## src/design/greedy_delta_r_matcher_macros.svh

```systemverilog
// ----------------------------------------------------------------------------
// Greedy deltaR matcher assertion macros
// Shorthand for the concurrent checks at the end of the top level; they expect
// clk and arst_n in scope.
// ----------------------------------------------------------------------------
`ifndef GREEDY_DELTA_R_MATCHER_MACROS_SVH
`define GREEDY_DELTA_R_MATCHER_MACROS_SVH

// consequent holds in the same cycle as the antecedent
`define GDRM_ASSERT_SAME(lbl, ante, cons, msg) \
	lbl: assert property (@(posedge clk) disable iff (!arst_n) (ante) |-> (cons)) \
		else $error(msg);

// consequent holds in the cycle after the antecedent
`define GDRM_ASSERT_NEXT(lbl, ante, cons, msg) \
	lbl: assert property (@(posedge clk) disable iff (!arst_n) (ante) |=> (cons)) \
		else $error(msg);

`endif

```

## src/design/gdrm_pkg.sv

```systemverilog
// ----------------------------------------------------------------------------
// Greedy deltaR matcher package
// Shared widths, constants and the command and result types.
// ----------------------------------------------------------------------------
package gdrm_pkg;

	// default store depths
	localparam int DEF_MAX_SRC = 16;
	localparam int DEF_MAX_DST = 16;

	// stream widths (fields padded to whole bytes)
	localparam int S_TDATA_W = 32;
	localparam int M_TDATA_W = 16;

	// input field widths
	localparam int ETA_W = 14;
	localparam int PHI_W = 13;
	localparam int PT_W  = ETA_W + PHI_W;

	// result index fields are four bits, so at most this many results per event
	localparam int OUT_LIMIT = 16;
	localparam int RIDX_W    = 4;

	// command fields sized for the largest store depth (64)
	localparam int CMD_ADDR_W = 6;
	localparam int CMD_CNT_W  = 7;

	// distance arithmetic: deta 15 bits, wrapped dphi 15 bits, sum of squares 29 bits
	localparam int DIFF_W = 15;
	localparam int SQ_W   = 28;
	localparam int DIST_W = 29;
	localparam logic signed [DIFF_W-1:0] PI_Q     = 15'sd3217;
	localparam logic signed [DIFF_W-1:0] NEG_PI_Q = -15'sd3217;
	localparam logic signed [DIFF_W-1:0] TWO_PI_Q = 15'sd6434;

	// what the front end made of one input beat
	typedef enum logic [1:0] {
		CMD_SRC,
		CMD_DST,
		CMD_DROP
	} cmd_kind_t;

	typedef struct packed {
		cmd_kind_t               kind;
		logic [CMD_ADDR_W-1:0]   addr;
		logic [ETA_W-1:0]        eta;
		logic [PHI_W-1:0]        phi;
		logic                    last;
		logic [CMD_CNT_W-1:0]    src_cnt;   // counts after this beat, used on last
		logic [CMD_CNT_W-1:0]    dst_cnt;
		logic                    overflow;
	} cmd_t;

	typedef struct packed {
		logic                    end_of_run;
		logic                    overflow;
		logic [RIDX_W-1:0]       dst_index;
		logic                    matched;
		logic [RIDX_W-1:0]       src_index;
	} res_t;

	typedef enum logic [2:0] {
		ST_IDLE,
		ST_INIT,
		ST_SCAN,
		ST_DRAIN,
		ST_EMIT_RD,
		ST_EMIT_LD,
		ST_DONE
	} back_state_t;

endpackage

```

## src/design/gdrm_ram.sv

```systemverilog
// ----------------------------------------------------------------------------
// Generic RAM
// One write port, one read port, registered read data.
// ----------------------------------------------------------------------------
module gdrm_ram #(
	parameter int W     = 8,
	parameter int DEPTH = 16,
	parameter int AW    = (DEPTH > 1) ? $clog2(DEPTH) : 1
) (
	input  logic          clk,
	input  logic          we,
	input  logic [AW-1:0] waddr,
	input  logic [W-1:0]  wdata,
	input  logic [AW-1:0] raddr,
	output logic [W-1:0]  rdata
);

	logic [W-1:0] mem [DEPTH];

	// write, then registered read
	always_ff @(posedge clk) begin
		if (we) begin
			mem[waddr] <= wdata;
		end
		rdata <= mem[raddr];
	end

endmodule

```

## src/design/gdrm_front.sv

```systemverilog
// ----------------------------------------------------------------------------
// Greedy deltaR matcher front end
// Accepts point beats, counts them per event and classifies each as a
// source store, a destination store or a drop.
// ----------------------------------------------------------------------------
module gdrm_front #(
	parameter int MAX_SRC = gdrm_pkg::DEF_MAX_SRC,
	parameter int MAX_DST = gdrm_pkg::DEF_MAX_DST
) (
	input  logic                            clk,
	input  logic                            arst_n,
	input  logic                            s_tvalid,
	output logic                            s_tready,
	input  logic [gdrm_pkg::S_TDATA_W-1:0]  s_tdata,
	input  logic                            s_tuser,
	input  logic                            s_tlast,
	output logic                            cmd_valid,
	input  logic                            cmd_ready,
	output gdrm_pkg::cmd_t                  cmd
);
	import gdrm_pkg::*;

	localparam int SCNT_W = $clog2(MAX_SRC + 1);
	localparam int DCNT_W = $clog2(MAX_DST + 1);

	logic [SCNT_W-1:0] src_cnt_q;
	logic [DCNT_W-1:0] dst_cnt_q;
	logic              ovf_q;
	logic              beat;
	logic              src_full;
	logic              dst_full;
	logic              store_src;
	logic              store_dst;
	logic              drop;
	logic [SCNT_W-1:0] src_n;
	logic [DCNT_W-1:0] dst_n;

	assign beat      = s_tvalid && cmd_ready;
	assign s_tready  = cmd_ready;
	assign cmd_valid = s_tvalid;

	// classification against the current fill
	assign src_full  = (src_cnt_q == SCNT_W'(MAX_SRC));
	assign dst_full  = (dst_cnt_q == DCNT_W'(MAX_DST));
	assign store_src = !s_tuser && !src_full;
	assign store_dst = s_tuser && !dst_full;
	assign drop      = !store_src && !store_dst;
	assign src_n     = store_src ? src_cnt_q + SCNT_W'(1) : src_cnt_q;
	assign dst_n     = store_dst ? dst_cnt_q + DCNT_W'(1) : dst_cnt_q;

	// command for the back end
	always_comb begin
		cmd.kind     = drop ? CMD_DROP : (s_tuser ? CMD_DST : CMD_SRC);
		cmd.addr     = s_tuser ? CMD_ADDR_W'(dst_cnt_q) : CMD_ADDR_W'(src_cnt_q);
		cmd.eta      = s_tdata[ETA_W-1:0];
		cmd.phi      = s_tdata[PT_W-1:ETA_W];
		cmd.last     = s_tlast;
		cmd.src_cnt  = CMD_CNT_W'(src_n);
		cmd.dst_cnt  = CMD_CNT_W'(dst_n);
		cmd.overflow = ovf_q || drop;
	end

	// per-event fill counts, cleared by the beat that ends the event
	always_ff @(posedge clk or negedge arst_n) begin
		if (!arst_n) begin
			src_cnt_q <= '0;
			dst_cnt_q <= '0;
			ovf_q     <= 1'b0;
		end else if (beat) begin
			if (s_tlast) begin
				src_cnt_q <= '0;
				dst_cnt_q <= '0;
				ovf_q     <= 1'b0;
			end else begin
				src_cnt_q <= src_n;
				dst_cnt_q <= dst_n;
				ovf_q     <= ovf_q || drop;
			end
		end
	end

endmodule

```

## src/design/gdrm_queue.sv

```systemverilog
// ----------------------------------------------------------------------------
// Greedy deltaR matcher command queue
// Two-entry queue between front end and back end.
// ----------------------------------------------------------------------------
module gdrm_queue (
	input  logic           clk,
	input  logic           arst_n,
	input  logic           in_valid,
	output logic           in_ready,
	input  gdrm_pkg::cmd_t in_data,
	output logic           out_valid,
	input  logic           out_ready,
	output gdrm_pkg::cmd_t out_data
);
	import gdrm_pkg::*;

	localparam int DEPTH = 2;

	cmd_t       mem_q [DEPTH];
	logic       wr_ptr_q;
	logic       rd_ptr_q;
	logic [1:0] cnt_q;
	logic       push;
	logic       pop;

	assign in_ready  = (cnt_q != 2'(DEPTH));
	assign out_valid = (cnt_q != 2'd0);
	assign out_data  = mem_q[rd_ptr_q];
	assign push      = in_valid && in_ready;
	assign pop       = out_valid && out_ready;

	// storage
	always_ff @(posedge clk) begin
		if (push) begin
			mem_q[wr_ptr_q] <= in_data;
		end
	end

	// pointers and fill
	always_ff @(posedge clk or negedge arst_n) begin
		if (!arst_n) begin
			wr_ptr_q <= 1'b0;
			rd_ptr_q <= 1'b0;
			cnt_q    <= 2'd0;
		end else begin
			if (push) begin
				wr_ptr_q <= !wr_ptr_q;
			end
			if (pop) begin
				rd_ptr_q <= !rd_ptr_q;
			end
			if (push && !pop) begin
				cnt_q <= cnt_q + 2'd1;
			end else if (pop && !push) begin
				cnt_q <= cnt_q - 2'd1;
			end
		end
	end

endmodule

```

## src/design/gdrm_back.sv

```systemverilog
// ----------------------------------------------------------------------------
// Greedy deltaR matcher back end
// Stores points, runs the greedy matching rounds through a distance
// pipeline and emits one result per source point, at most sixteen.
// ----------------------------------------------------------------------------
module gdrm_back #(
	parameter int MAX_SRC = gdrm_pkg::DEF_MAX_SRC,
	parameter int MAX_DST = gdrm_pkg::DEF_MAX_DST
) (
	input  logic           clk,
	input  logic           arst_n,
	input  logic           cmd_valid,
	output logic           cmd_ready,
	input  gdrm_pkg::cmd_t cmd,
	output logic           res_valid,
	input  logic           res_ready,
	output gdrm_pkg::res_t res
);
	import gdrm_pkg::*;

	localparam int SIDX_W  = (MAX_SRC > 1) ? $clog2(MAX_SRC) : 1;
	localparam int DIDX_W  = (MAX_DST > 1) ? $clog2(MAX_DST) : 1;
	localparam int SCNT_W  = $clog2(MAX_SRC + 1);
	localparam int DCNT_W  = $clog2(MAX_DST + 1);
	localparam int OUT_MAX = (MAX_SRC < OUT_LIMIT) ? MAX_SRC : OUT_LIMIT;

	// lowest set bit at or above a start index
	function automatic logic [SIDX_W:0] pick_src(input logic [MAX_SRC-1:0] m,
			input logic [SIDX_W:0] from);
		logic              found;
		logic [SIDX_W-1:0] idx;
		found = 1'b0;
		idx   = '0;
		for (int k = MAX_SRC - 1; k >= 0; k--) begin
			if (m[k] && (k >= int'(from))) begin
				found = 1'b1;
				idx   = SIDX_W'(k);
			end
		end
		return {found, idx};
	endfunction

	function automatic logic [DIDX_W:0] pick_dst(input logic [MAX_DST-1:0] m,
			input logic [DIDX_W:0] from);
		logic              found;
		logic [DIDX_W-1:0] idx;
		found = 1'b0;
		idx   = '0;
		for (int k = MAX_DST - 1; k >= 0; k--) begin
			if (m[k] && (k >= int'(from))) begin
				found = 1'b1;
				idx   = DIDX_W'(k);
			end
		end
		return {found, idx};
	endfunction

	// phi difference folded back by one turn, twice
	function automatic logic signed [DIFF_W-1:0] wrap_phi(input logic signed [DIFF_W-1:0] x);
		logic signed [DIFF_W-1:0] y;
		y = x;
		for (int k = 0; k < 2; k++) begin
			if (y > PI_Q) begin
				y = y - TWO_PI_Q;
			end else if (y < NEG_PI_Q) begin
				y = y + TWO_PI_Q;
			end
		end
		return y;
	endfunction

	back_state_t state_q, state_d;

	// event registers
	logic [SCNT_W-1:0]  sc_q;
	logic [DCNT_W-1:0]  dc_q;
	logic               ovf_q;
	logic [MAX_SRC-1:0] src_taken_q;
	logic [MAX_DST-1:0] dst_taken_q;
	logic [MAX_SRC-1:0] src_av;
	logic [MAX_DST-1:0] dst_av;

	// scan position
	logic [SIDX_W-1:0]  i_q;
	logic [DIDX_W-1:0]  j_q;
	logic [SIDX_W:0]    first_s, nxt_s;
	logic [DIDX_W:0]    first_d, nxt_d;

	// distance pipeline
	logic                     v_s1, v_s2, v_s3;
	logic [SIDX_W-1:0]        i_s1, i_s2, i_s3;
	logic [DIDX_W-1:0]        j_s1, j_s2, j_s3;
	logic signed [DIFF_W-1:0] deta_s2, dphi_s2;
	logic [SQ_W-1:0]          sqe_s3, sqp_s3;
	logic [PT_W-1:0]          src_rd, dst_rd;
	logic signed [ETA_W-1:0]  eta_s, eta_d;
	logic signed [PHI_W-1:0]  phi_s, phi_d;
	logic signed [DIFF_W-1:0] deta, dphi_raw;
	logic signed [2*DIFF_W-1:0] sqe_full, sqp_full;
	logic [DIST_W-1:0]        pair_d2;

	// running best pair of the round
	logic                     found_q;
	logic [DIST_W-1:0]        best_q;
	logic [SIDX_W-1:0]        bi_q;
	logic [DIDX_W-1:0]        bj_q;

	// result side
	logic [SCNT_W-1:0]        o_idx_q;
	logic [SCNT_W-1:0]        n_out;
	logic                     o_last;
	logic [DIDX_W-1:0]        mram_rd;
	logic [SCNT_W+RIDX_W-1:0] oext;
	logic [DIDX_W+RIDX_W-1:0] dext;
	logic                     res_valid_q;
	res_t                     res_q;

	// controls
	logic pop, start_scan, issue, pipe_empty, commit, load_out, clear_ev;
	logic src_we, dst_we;

	assign pop        = cmd_valid && cmd_ready;
	assign src_we     = pop && (cmd.kind == CMD_SRC);
	assign dst_we     = pop && (cmd.kind == CMD_DST);
	assign pipe_empty = !v_s1 && !v_s2 && !v_s3;

	// untaken points inside the loaded counts
	always_comb begin
		for (int k = 0; k < MAX_SRC; k++) begin
			src_av[k] = (k < int'(sc_q)) && !src_taken_q[k];
		end
		for (int k = 0; k < MAX_DST; k++) begin
			dst_av[k] = (k < int'(dc_q)) && !dst_taken_q[k];
		end
	end

	assign first_s = pick_src(src_av, '0);
	assign first_d = pick_dst(dst_av, '0);
	assign nxt_s   = pick_src(src_av, {1'b0, i_q} + (SIDX_W+1)'(1));
	assign nxt_d   = pick_dst(dst_av, {1'b0, j_q} + (DIDX_W+1)'(1));

	// number of results and end of run
	assign n_out  = (sc_q > SCNT_W'(OUT_MAX)) ? SCNT_W'(OUT_MAX) : sc_q;
	assign o_last = (({1'b0, o_idx_q} + (SCNT_W+1)'(1)) == {1'b0, n_out});

	// point and match stores
	gdrm_ram #(.W(PT_W), .DEPTH(MAX_SRC)) u_src_ram (
		.clk   (clk),
		.we    (src_we),
		.waddr (cmd.addr[SIDX_W-1:0]),
		.wdata ({cmd.phi, cmd.eta}),
		.raddr (i_q),
		.rdata (src_rd)
	);

	gdrm_ram #(.W(PT_W), .DEPTH(MAX_DST)) u_dst_ram (
		.clk   (clk),
		.we    (dst_we),
		.waddr (cmd.addr[DIDX_W-1:0]),
		.wdata ({cmd.phi, cmd.eta}),
		.raddr (j_q),
		.rdata (dst_rd)
	);

	gdrm_ram #(.W(DIDX_W), .DEPTH(MAX_SRC)) u_match_ram (
		.clk   (clk),
		.we    (commit),
		.waddr (bi_q),
		.wdata (bj_q),
		.raddr (o_idx_q[SIDX_W-1:0]),
		.rdata (mram_rd)
	);

	// next state
	always_comb begin
		state_d = state_q;
		unique case (state_q)
			ST_IDLE: begin
				if (cmd_valid && cmd.last) begin
					state_d = ST_INIT;
				end
			end
			ST_INIT: begin
				priority if (first_s[SIDX_W] && first_d[DIDX_W]) begin
					state_d = ST_SCAN;
				end else if (n_out == '0) begin
					state_d = ST_DONE;
				end else begin
					state_d = ST_EMIT_RD;
				end
			end
			ST_SCAN: begin
				if (!nxt_d[DIDX_W] && !nxt_s[SIDX_W]) begin
					state_d = ST_DRAIN;
				end
			end
			ST_DRAIN: begin
				if (pipe_empty) begin
					state_d = ST_INIT;
				end
			end
			ST_EMIT_RD: begin
				state_d = ST_EMIT_LD;
			end
			ST_EMIT_LD: begin
				if (load_out) begin
					state_d = o_last ? ST_DONE : ST_EMIT_RD;
				end
			end
			ST_DONE: begin
				state_d = ST_IDLE;
			end
			default: begin
				state_d = ST_IDLE;
			end
		endcase
	end

	// state outputs
	always_comb begin
		cmd_ready  = 1'b0;
		start_scan = 1'b0;
		issue      = 1'b0;
		commit     = 1'b0;
		load_out   = 1'b0;
		clear_ev   = 1'b0;
		unique case (state_q)
			ST_IDLE:    cmd_ready  = 1'b1;
			ST_INIT:    start_scan = first_s[SIDX_W] && first_d[DIDX_W];
			ST_SCAN:    issue      = 1'b1;
			ST_DRAIN:   commit     = pipe_empty;
			ST_EMIT_RD: load_out   = 1'b0;
			ST_EMIT_LD: load_out   = !res_valid_q || res_ready;
			ST_DONE:    clear_ev   = 1'b1;
			default:    clear_ev   = 1'b0;
		endcase
	end

	always_ff @(posedge clk or negedge arst_n) begin
		if (!arst_n) begin
			state_q <= ST_IDLE;
		end else begin
			state_q <= state_d;
		end
	end

	// event counts, taken bits, scan position and result index
	always_ff @(posedge clk or negedge arst_n) begin
		if (!arst_n) begin
			sc_q        <= '0;
			dc_q        <= '0;
			ovf_q       <= 1'b0;
			src_taken_q <= '0;
			dst_taken_q <= '0;
			i_q         <= '0;
			j_q         <= '0;
			o_idx_q     <= '0;
		end else begin
			if (pop && cmd.last) begin
				sc_q  <= cmd.src_cnt[SCNT_W-1:0];
				dc_q  <= cmd.dst_cnt[DCNT_W-1:0];
				ovf_q <= cmd.overflow;
			end
			if (clear_ev) begin
				src_taken_q <= '0;
				dst_taken_q <= '0;
			end else if (commit) begin
				src_taken_q[bi_q] <= 1'b1;
				dst_taken_q[bj_q] <= 1'b1;
			end
			if (start_scan) begin
				i_q <= first_s[SIDX_W-1:0];
				j_q <= first_d[DIDX_W-1:0];
			end else if (issue) begin
				if (nxt_d[DIDX_W]) begin
					j_q <= nxt_d[DIDX_W-1:0];
				end else if (nxt_s[SIDX_W]) begin
					i_q <= nxt_s[SIDX_W-1:0];
					j_q <= first_d[DIDX_W-1:0];
				end
			end
			if (clear_ev) begin
				o_idx_q <= '0;
			end else if (load_out) begin
				o_idx_q <= o_idx_q + SCNT_W'(1);
			end
		end
	end

	// stage 1 data arrives from the stores; differences and phi wrap
	assign eta_s    = src_rd[ETA_W-1:0];
	assign phi_s    = src_rd[PT_W-1:ETA_W];
	assign eta_d    = dst_rd[ETA_W-1:0];
	assign phi_d    = dst_rd[PT_W-1:ETA_W];
	assign deta     = DIFF_W'(eta_s) - DIFF_W'(eta_d);
	assign dphi_raw = DIFF_W'(phi_s) - DIFF_W'(phi_d);

	// squares
	assign sqe_full = deta_s2 * deta_s2;
	assign sqp_full = dphi_s2 * dphi_s2;

	// sum for the compare
	assign pair_d2 = {1'b0, sqe_s3} + {1'b0, sqp_s3};

	// pipeline valids
	always_ff @(posedge clk or negedge arst_n) begin
		if (!arst_n) begin
			v_s1 <= 1'b0;
			v_s2 <= 1'b0;
			v_s3 <= 1'b0;
		end else begin
			v_s1 <= issue;
			v_s2 <= v_s1;
			v_s3 <= v_s2;
		end
	end

	// pipeline payload
	always_ff @(posedge clk) begin
		i_s1    <= i_q;
		j_s1    <= j_q;
		i_s2    <= i_s1;
		j_s2    <= j_s1;
		deta_s2 <= deta;
		dphi_s2 <= wrap_phi(dphi_raw);
		i_s3    <= i_s2;
		j_s3    <= j_s2;
		sqe_s3  <= sqe_full[SQ_W-1:0];
		sqp_s3  <= sqp_full[SQ_W-1:0];
	end

	// best pair: strict less keeps the earliest pair in scan order
	always_ff @(posedge clk or negedge arst_n) begin
		if (!arst_n) begin
			found_q <= 1'b0;
		end else if (start_scan) begin
			found_q <= 1'b0;
		end else if (v_s3 && (!found_q || (pair_d2 < best_q))) begin
			found_q <= 1'b1;
		end
	end

	always_ff @(posedge clk) begin
		if (v_s3 && (!found_q || (pair_d2 < best_q))) begin
			best_q <= pair_d2;
			bi_q   <= i_s3;
			bj_q   <= j_s3;
		end
	end

	// result register
	assign oext = {{RIDX_W{1'b0}}, o_idx_q};
	assign dext = {{RIDX_W{1'b0}}, mram_rd};

	always_ff @(posedge clk or negedge arst_n) begin
		if (!arst_n) begin
			res_valid_q <= 1'b0;
		end else if (load_out) begin
			res_valid_q <= 1'b1;
		end else if (res_ready) begin
			res_valid_q <= 1'b0;
		end
	end

	always_ff @(posedge clk) begin
		if (load_out) begin
			res_q.src_index  <= oext[RIDX_W-1:0];
			res_q.matched    <= src_taken_q[o_idx_q[SIDX_W-1:0]];
			res_q.dst_index  <= src_taken_q[o_idx_q[SIDX_W-1:0]] ?
				dext[RIDX_W-1:0] : '0;
			res_q.overflow   <= ovf_q;
			res_q.end_of_run <= o_last;
		end
	end

	assign res_valid = res_valid_q;
	assign res       = res_q;

endmodule

```

## src/design/greedy_delta_r_matcher.sv

```systemverilog
// ----------------------------------------------------------------------------
// Greedy deltaR matcher
// Collects source and destination (eta, phi) points per event and pairs them
// by greedy closest-first matching on deltaR squared.
// ----------------------------------------------------------------------------
// Points are loaded one beat per cycle while the command queue has room (tuser
// high for a destination); the beat with tlast ends the event. Matching then
// runs in rounds: a round scans every pair of untaken sources and destinations
// on the single distance pipeline, with set-up, drain and commit, and a round
// is run for every pair formed. Results follow, each by a match-store read and
// a load of the output register, one per source in load order, at most sixteen,
// the final one with tlast. Points past a full store are dropped and flagged as
// overflow. Loads of the next event are held in a two-beat queue while the
// current event is matched and emitted.
`include "greedy_delta_r_matcher_macros.svh"

module greedy_delta_r_matcher #(
	parameter int MAX_SRC = gdrm_pkg::DEF_MAX_SRC,
	parameter int MAX_DST = gdrm_pkg::DEF_MAX_DST
) (
	input  logic                            clk,
	input  logic                            arst_n,
	// s_tdata: eta [13:0], phi [26:14], zero [31:27]; s_tuser: is_dst; s_tlast: last
	input  logic                            s_tvalid,
	output logic                            s_tready,
	input  logic [gdrm_pkg::S_TDATA_W-1:0]  s_tdata,
	input  logic                            s_tuser,
	input  logic                            s_tlast,
	// m_tdata: src_index [3:0], matched [4], dst_index [8:5], overflow [9],
	// zero [15:10]; m_tlast: end_of_run
	output logic                            m_tvalid,
	input  logic                            m_tready,
	output logic [gdrm_pkg::M_TDATA_W-1:0]  m_tdata,
	output logic                            m_tlast
);
	import gdrm_pkg::*;

	localparam int RES_W = $bits(res_t);

	logic fq_valid, fq_ready;
	cmd_t fq_cmd;
	logic qb_valid, qb_ready;
	cmd_t qb_cmd;
	res_t res;
	logic [RES_W-1:0] res_bits;

	gdrm_front #(.MAX_SRC(MAX_SRC), .MAX_DST(MAX_DST)) u_front (
		.clk       (clk),
		.arst_n    (arst_n),
		.s_tvalid  (s_tvalid),
		.s_tready  (s_tready),
		.s_tdata   (s_tdata),
		.s_tuser   (s_tuser),
		.s_tlast   (s_tlast),
		.cmd_valid (fq_valid),
		.cmd_ready (fq_ready),
		.cmd       (fq_cmd)
	);

	gdrm_queue u_queue (
		.clk       (clk),
		.arst_n    (arst_n),
		.in_valid  (fq_valid),
		.in_ready  (fq_ready),
		.in_data   (fq_cmd),
		.out_valid (qb_valid),
		.out_ready (qb_ready),
		.out_data  (qb_cmd)
	);

	gdrm_back #(.MAX_SRC(MAX_SRC), .MAX_DST(MAX_DST)) u_back (
		.clk       (clk),
		.arst_n    (arst_n),
		.cmd_valid (qb_valid),
		.cmd_ready (qb_ready),
		.cmd       (qb_cmd),
		.res_valid (m_tvalid),
		.res_ready (m_tready),
		.res       (res)
	);

	// result beat packing, end_of_run travels as tlast
	assign res_bits = res;
	assign m_tdata  = {{(M_TDATA_W - RES_W + 1){1'b0}}, res_bits[RES_W-2:0]};
	assign m_tlast  = res.end_of_run;

	// a beat straight after the end of a run opens the next run at source zero
	`GDRM_ASSERT_NEXT(a_run_restart, m_tvalid && m_tready && m_tlast,
		!m_tvalid || (m_tdata[3:0] == 4'd0),
		"run did not restart at source zero")

	// within a run source indexes step by one
	`GDRM_ASSERT_NEXT(a_idx_step, m_tvalid && m_tready && !m_tlast,
		!m_tvalid || (m_tdata[3:0] == $past(m_tdata[3:0]) + 4'd1),
		"source index did not advance by one")

	// overflow is an event property and holds across the run
	`GDRM_ASSERT_NEXT(a_ovf_run, m_tvalid && m_tready && !m_tlast,
		!m_tvalid || (m_tdata[9] == $past(m_tdata[9])),
		"overflow changed within a run")

	// an unmatched source reports destination zero
	`GDRM_ASSERT_SAME(a_unmatched_zero, m_tvalid && !m_tdata[4], m_tdata[8:5] == 4'd0,
		"unmatched result with nonzero destination index")

endmodule

```

## config.mk

```make
export PLATFORM = sky130hd
export DESIGN_NAME = greedy_delta_r_matcher
export DESIGN_NICKNAME = d
export VERILOG_FILES = /design/src/design/gdrm_pkg.sv /design/src/design/gdrm_ram.sv /design/src/design/gdrm_front.sv /design/src/design/gdrm_queue.sv /design/src/design/gdrm_back.sv /design/src/design/greedy_delta_r_matcher.sv
export VERILOG_INCLUDE_DIRS = /design/src /design/src/design
export SDC_FILE = /design/constraint.sdc
export NUM_CORES = 2
export LEC_CHECK = 0
export BUFFER_PORTS_ARGS = -buffer_cell sky130_fd_sc_hd__buf_4
export CAP_MARGIN = 20
export CORE_MARGIN = 1.5
export CORE_UTILIZATION = 55
export CTS_CLUSTER_DIAMETER = 80
export DETAILED_ROUTE_END_ITERATION = 10
export GPL_TIMING_DRIVEN = 0
export PLACE_DENSITY = 0.67
export SETUP_SLACK_MARGIN = 0.3
export SYNTH_ARGS = -nofsm -noshare
export SYNTH_HDL_FRONTEND = slang
export SYNTH_SLANG_ARGS = --single-unit
```

## constraint.sdc

```tcl
create_clock -name clk -period 9.01 [get_ports clk]
set_input_delay 0.4505 -clock clk [delete_from_list [all_inputs] [get_ports clk]]
set_output_delay 0.4505 -clock clk [all_outputs]
set_load 0.02 [all_outputs]
```

# Word level (Yosys, flattened, before mapping)

Memories as Yosys holds them, arrays and structs flattened. A register that Yosys moved wholly into a read port is not among the register bits.
Cells that the tools add are included.
Widths: inputs -> output; s select.

Bits in registers: 237
Bits in writable memories: 1020
Input port bits: 38
Output and inout port bits: 19
Memories: 4

Memory list:

| memory                 | words | width | rd ports | clocked after Yosys merged registers in | write ports | line             | RTL |
|---|---|---|---|---|---|---|---|
| u_back.u_dst_ram.mem   | 16    | 27    | 1        | 1                                       | 1           | gdrm_ram.sv:18   | `logic [W-1:0] mem [DEPTH];` |
| u_back.u_src_ram.mem   | 16    | 27    | 1        | 1                                       | 1           | gdrm_ram.sv:18   |  |
| u_queue.mem_q          | 2     | 46    | 1        | 0                                       | 1           | gdrm_queue.sv:19 | `cmd_t mem_q [DEPTH];` |
| u_back.u_match_ram.mem | 16    | 4     | 1        | 1                                       | 1           | gdrm_ram.sv:18   |  |

$add $sub $neg: 15
$mul: 2
Magnitude comparators: 75
Equal/unequal tests: 16
Multiplexer cells: 189
Bitwise operators: 2
Reductions and logical operators: 148

Operator list:

| operator               | number |
|---|---|
| $mux 4                 | 72 |
| $mux 1                 | 87 |
| $logic_and 1x1->1      | 82 |
| $ge 4x5->1 const A     | 16 |
| $lt 4x5->1 const A     | 16 |
| $mux 16                | 4 |
| $mux 15                | 4 |
| $mul 15x15->28         | 2 |
| $logic_not 1->1        | 48 |
| $ge 3x5->1 const A     | 8 |
| $lt 3x5->1 const A     | 8 |
| $mux 5                 | 8 |
| $or 16x16->16          | 2 |
| $add 15x14->15 const B | 2 |
| $gt 15x13->1 const B   | 2 |
| $lt 15x13->1 const B   | 2 |
| $sub 15x14->15 const B | 2 |
| $add 28x28->29         | 1 |
| $lt 29x29->1           | 1 |
| $ge 1x5->1 const A     | 4 |
| $ge 2x5->1 const A     | 4 |
| $lt 1x5->1 const A     | 4 |
| $lt 2x5->1 const A     | 4 |
| $pmux 3 s6             | 1 |
| 31 further kinds       | 63 |

# Depth between registers and ports, before layout

Depth in word-level cells: 23
Gate-level depth with buffers: 27
Mapped depth without buffers: 26

# Cells and area by module

Synthesis repeated with hierarchy kept, for this count alone.

Cells, all modules: 4857
Area total of the unflattened synthesis: 68921.1 um2

By module, submodules not included:

| module                          | times used | cells an instance | area an instance (um2) | seq. area each (um2) |
|---|---|---|---|---|
| gdrm_ram (u_back.u_dst_ram ...) | 2          | 710               | 16893.7                | 13513.0 |
| gdrm_back                       | 1          | 2987              | 27138.5                | 5205.0 |
| gdrm_queue                      | 1          | 177               | 4126.5                 | 3163.0 |
| gdrm_ram (u_back.u_match_ram)   | 1          | 130               | 2666.3                 | 2001.9 |
| gdrm_front                      | 1          | 136               | 1153.6                 | 275.3 |
| greedy_delta_r_matcher          | 1          | 7                 | 48.8                   | 0.0 |

# Worst setup path before layout

OpenSTA, ideal clock, no wires.

Path type: register -> register
Start point: register u_back.sqp_s3[3]
End point: register u_back.best_q[0], enable pin
Arrival time: 6.881 ns
Required time: 8.522 ns
Setup slack: 1.641 ns
Cell stages (with the launch flop): 20
Path buffers: 0
Clock period less this slack: 7.369 ns
Path through: dfxtp_1 > ha_1 > a21oi_1 > o21bai_1 > a21oi_1 > a211oi_1 > o31a_1 > a211o_1 > a31oi_1 > o21ai_0 > a41o_1 > o41a_1 > a21oi_1 > xnor2_1 > ha_1 > a21o_1 > a21o_1 > a21oi_1 > o21ai_0 > a21boi_0

Word-level cells in the longest chain between the ends: 4

Ends and longest elaborated chain:

| element                      | line             | RTL |
|---|---|---|
| start, declared              | gdrm_back.sv:94  | `logic [SQ_W-1:0] sqe_s3, sqp_s3;` |
| start signal, assigned       | gdrm_back.sv:329 | `sqp_s3 <= sqp_full[SQ_W-1:0];` |
| $add 28x28->29               | gdrm_back.sv:303 | `assign pair_d2 = {1'b0, sqe_s3} + {1'b0, sqp_s3};` |
| named net u_back.pair_d2[26] | gdrm_back.sv:100 | `logic [DIST_W-1:0] pair_d2;` |
| $lt 29x29->1                 | gdrm_back.sv:344 | `if (v_s3 && (!found_q \|\| (pair_d2 < best_q))) begin` |
| $logic_or 1x1->1             | gdrm_back.sv:344 |  |
| $logic_and 1x1->1            | gdrm_back.sv:344 |  |
| end signal, assigned         | gdrm_back.sv:345 | `best_q <= pair_d2;` |
| end, declared                | gdrm_back.sv:104 | `logic [DIST_W-1:0] best_q;` |

The timed path passes the listed nets, and every way through them passes these cells.
A chain may end at the register's enable or synchronous reset.

# Worst setup path after layout

Start point: register u_back.deta_s2[11]
End point: register u_back.sqe_s3[27]

Word-level cells in the longest chain between the ends: 1

Ends and longest elaborated chain:

| element                       | line             | RTL |
|---|---|---|
| start, declared               | gdrm_back.sv:93  | `logic signed [DIFF_W-1:0] deta_s2, dphi_s2;` |
| start signal, assigned        | gdrm_back.sv:324 | `deta_s2 <= deta;` |
| $mul 15x15->28                | gdrm_back.sv:299 | `assign sqe_full = deta_s2 * deta_s2;` |
| named net u_back.sqe_full[27] | gdrm_back.sv:99  | `logic signed [2*DIFF_W-1:0] sqe_full, sqp_full;` |
| end signal, assigned          | gdrm_back.sv:328 | `sqe_s3 <= sqe_full[SQ_W-1:0];` |
| end, declared                 | gdrm_back.sv:94  |  |

The timed path passes the listed nets, and every way through them passes these cells.

==> results.toml <==
[synth]
synth_seq_cells = 1311
ys_warn_count = 0
yosys.cell_types.count = 91
yosysSeqAreaShare_pct = 55.6
synthFlopType = "edfxtp_1"
async_flop_share_pct = 6.03
synth_edf_count = 1066
synth.cell_area_mm2 = 0.0671
synthCells = 4613
synth_area_per_cell_um2 = 14.5

[detailed_routing]
avgRoutedWirePerCell_um = 22.1
vias = 37700
ant_nets = 0
vias_per_cell = 5.71
routed_wl_um = 146000
dr.pass1.iters = 10
drc = 1
drt-initial-drc-count = 3156

[cts]
postCtsHoldBufs = 29
clk_pin_slew_ps = 60
cts_tree = "built"
clkLatencyLatePin_ps = 750
clockBufferDepth = 3
cts_inserted_buffers = 135
cts_resized = 0
post_cts_buffers = 0
htreeDepth = 4
clock_sinks = 1311
root_buffer = "clkbuf_16"

[setup_path]
rr_startpoint = "u_back.deta_s2[11]$_DFF_P_"
cp.required_ps = 9650
critPathMaxStageDelay_ps = 710
crit_chain = "clkbuf_1 -> nand2_1 -> fa_1 -> fa_1 -> fa_1 -> inv_1 -> fa_1 -> inv_1 -> fa_1 -> fa_1 -> inv_1 -> ha_1 -> or3_1 -> o21ai_0 -> o31ai_1 -> o41ai_1 -> o22ai_1 -> nor4_1 -> nor4_1 -> o21a_1 -> o2111a_1 -> a211oi_1"
worstSetupPathType = "register to register"
slowest_stage = "o41ai_1"
critPathMostFrequentCell = "fa_1"
r2r_cells = 22
r2r-end = "u_back.sqe_s3[27]$_DFF_P_"
worst-path-max-fanout = 10
endpoint_kind = "register"
start_kind = "register"
worstPathArrival_ps = 8340
r2r_slack_ps = 1310

[timing]
tightest_slew_ps = 1200
min_period_over_period_pct = 85.5
final.setup_skew_ps = 27.5
fin_crit_ps = 7700
setup_viol = 0
rsz0062_at_grt = "no"
report.final.slew_viol_count = 0
setup_tns_ps = 0
max_freq_mhz = 130
slew_headroom_pct = 19.9
hold_violations = 0

[global_route]
first_global_vias = 38700
grt_overflow = 0
antenna_found_initial = 4
grt_pass1_wl_um = 227000
grt_max_degree = 80
track_usage_pct = 24.0

[final_layout]
post-route-cell-area_mm2 = 0.0756
area_growth_pct = 12.7
post_route_cells_drive_above_1_share_pct = 14.1
multi_input_area_mm2 = 0.0270
num_antenna_cells = 0
final-seq-area_mm2 = 0.0373
fill_cells = 8954
layout_commonest_cell = "edfxtp_1"
nets = 5556
final_cell_mix = "1,066 x edfxtp_1, 656 x inv_1, 379 x fa_1"

[status]
violations = "DRC"
status = "finished with violations"

[floorplan]
start_util_pct = 55.7
core_mm2 = 0.120
dieArea_mm2 = 0.124
rows = 127
die_h_um = 352
ios = 57
die_w_um = 352

[placed_design]
dp_hpwl_um = 103000
postPlaceCellArea_mm2 = 0.0706
io_buffer_count = 45
gp_congestion = 0.877

[hold_path]
worstHoldPathCells = 3
min_path_type = "input pin to register"
holdPathEnd = "u_back.res_valid$_DFFE_PN0P_"
hold_start = "m_tready"

[job]
maxCapViolations = 0
[Yosys cell counts, types with 10 or more instances]
| master | n | share of area, % |
|---|---|---|
| or3_1 | 29 | 0.27 |
| a21boi_0 | 23 | 0.26 |
| o21a_1 | 17 | 0.19 |
| edfxtp_1 | 1066 | 48 |
| mux2_2 | 36 | 0.60 |
| nand2_1 | 201 | 1.1 |
| and2_1 | 110 | 1.0 |
| fa_1 | 379 | 11 |
| xnor2_1 | 101 | 1.3 |
| nand3_1 | 40 | 0.30 |
| nand4_1 | 11 | 0.10 |
| o21ai_0 | 102 | 0.76 |
| nor3_1 | 54 | 0.40 |
| and3_1 | 14 | 0.13 |
| dfxtp_1 | 166 | 5.0 |
| dfrtp_1 | 79 | 2.9 |
| nand2b_1 | 26 | 0.24 |
| inv_1 | 656 | 3.7 |
| clkbuf_1 | 115 | 0.64 |
| mux2i_1 | 15 | 0.22 |
| a21oi_1 | 128 | 0.95 |
| mux4_2 | 295 | 9.9 |
| a21o_1 | 37 | 0.41 |
| o211ai_1 | 10 | 0.11 |
| a22o_1 | 14 | 0.18 |
| a31oi_1 | 29 | 0.27 |
| nor2b_1 | 35 | 0.33 |
| nor2_1 | 303 | 1.7 |
| ha_1 | 260 | 4.8 |
| o21bai_1 | 15 | 0.17 |
| xor2_1 | 33 | 0.43 |
| buf_1 | 31 | 0.17 |
[sequential cells by signal, indices dropped and copies added (netlist names), 5 cells and up]
name                    cells
u_back.u_dst_ram.mem      432
u_back.u_src_ram.mem      432
u_queue.mem_q              90
u_back.u_match_ram.mem     64
u_back.best_q              29
u_back.sqe_s3              27
u_back.sqp_s3              27
u_back.u_dst_ram.rdata     27
u_back.u_src_ram.rdata     27
u_back.dst_taken_q         16
u_back.src_taken_q         16
u_back.deta_s2             15
u_back.dphi_s2             15
u_back.res                 11
u_back.dc_q                 5
u_back.o_idx_q              5
u_back.sc_q                 5
u_front.dst_cnt_q           5
u_front.src_cnt_q           5
[per-layer routing]
metal | track usage (%) | routed length [um] | vias up | share of wire (%)
met5 | 0 | 13 | - | 0.0089
met4 | 6.21 | 3050 | 2 | 2.1
met3 | 3.00 | 8010 | 205 | 5.5
met2 | 41.1 | 74000 | 1152 | 51
met1 | 32.7 | 60900 | 19300 | 42
li1 | - | - | 17000 | -
[logic make-up after synthesis]
logic type	share of synthesized area, %
fa+ha+maj	16.2
buf+inv	4.63
compound gates	5.01
mux	10.7
flops	55.6
other cells	0.00559
simple gates	6.03
xor+xnor	1.83
[worst max path at each step]
stage / startpoint / end / cells past startpoint
2_1_floorplan: u_back.sqp_s3[3]$_DFF_P_ / u_back.best_q[0]$_DFFE_PP_ / 19
3_3_place_gp: u_back.sqp_s3[3]$_DFF_P_ / u_back.best_q[13]$_DFFE_PP_ / 19
3_5_place_dp: u_back.deta_s2[11]$_DFF_P_ / u_back.sqe_s3[27]$_DFF_P_ / 22
4_1_cts: u_back.deta_s2[11]$_DFF_P_ / u_back.sqe_s3[27]$_DFF_P_ / 22
5_1_grt: u_back.deta_s2[11]$_DFF_P_ / u_back.sqe_s3[27]$_DFF_P_ / 22
6_report: u_back.deta_s2[11]$_DFF_P_ / u_back.sqe_s3[27]$_DFF_P_ / 22
[worst max-delay path, delay by kind of cell (launching register included)]
kind	cells	cell delay [ps]
compound gates	7	1880
flops	1	580
buf+inv	4	660
fa+ha+maj	7	3480
simple gates	4	990
[area by class of cell]
cell class	instances	share of cell area [%]
Inverter	657	3.26
Clock buffer	174	4.89
Tap cell	1612	2.67
Multi-Input combinational cell	2491	35.7
Timing Repair Buffer	124	2.18
Sequential cell	1311	49.4
Clock inverter	75	1.12
Buffer	159	0.847
[metrics by stage]
stage / std cells / setup slack, ps / utilization (%) / hold slack [ps]
floorplan: 4618 / 1640 / - / 155
global placement: 6275 / -1730 / 57.7 / 310
detailed placement: 6317 / 1400 / 58.6 / 312
CTS: 6595 / 1360 / 62.7 / 23.9
global route: 6603 / 942 / 62.8 / 58.8
finish: 6603 / 1310 / 62.8 / 71.6
Power is left out: the tool's default activity adds up to more than one toggle a clock period on the data nets, which glitch-free logic cannot reach.
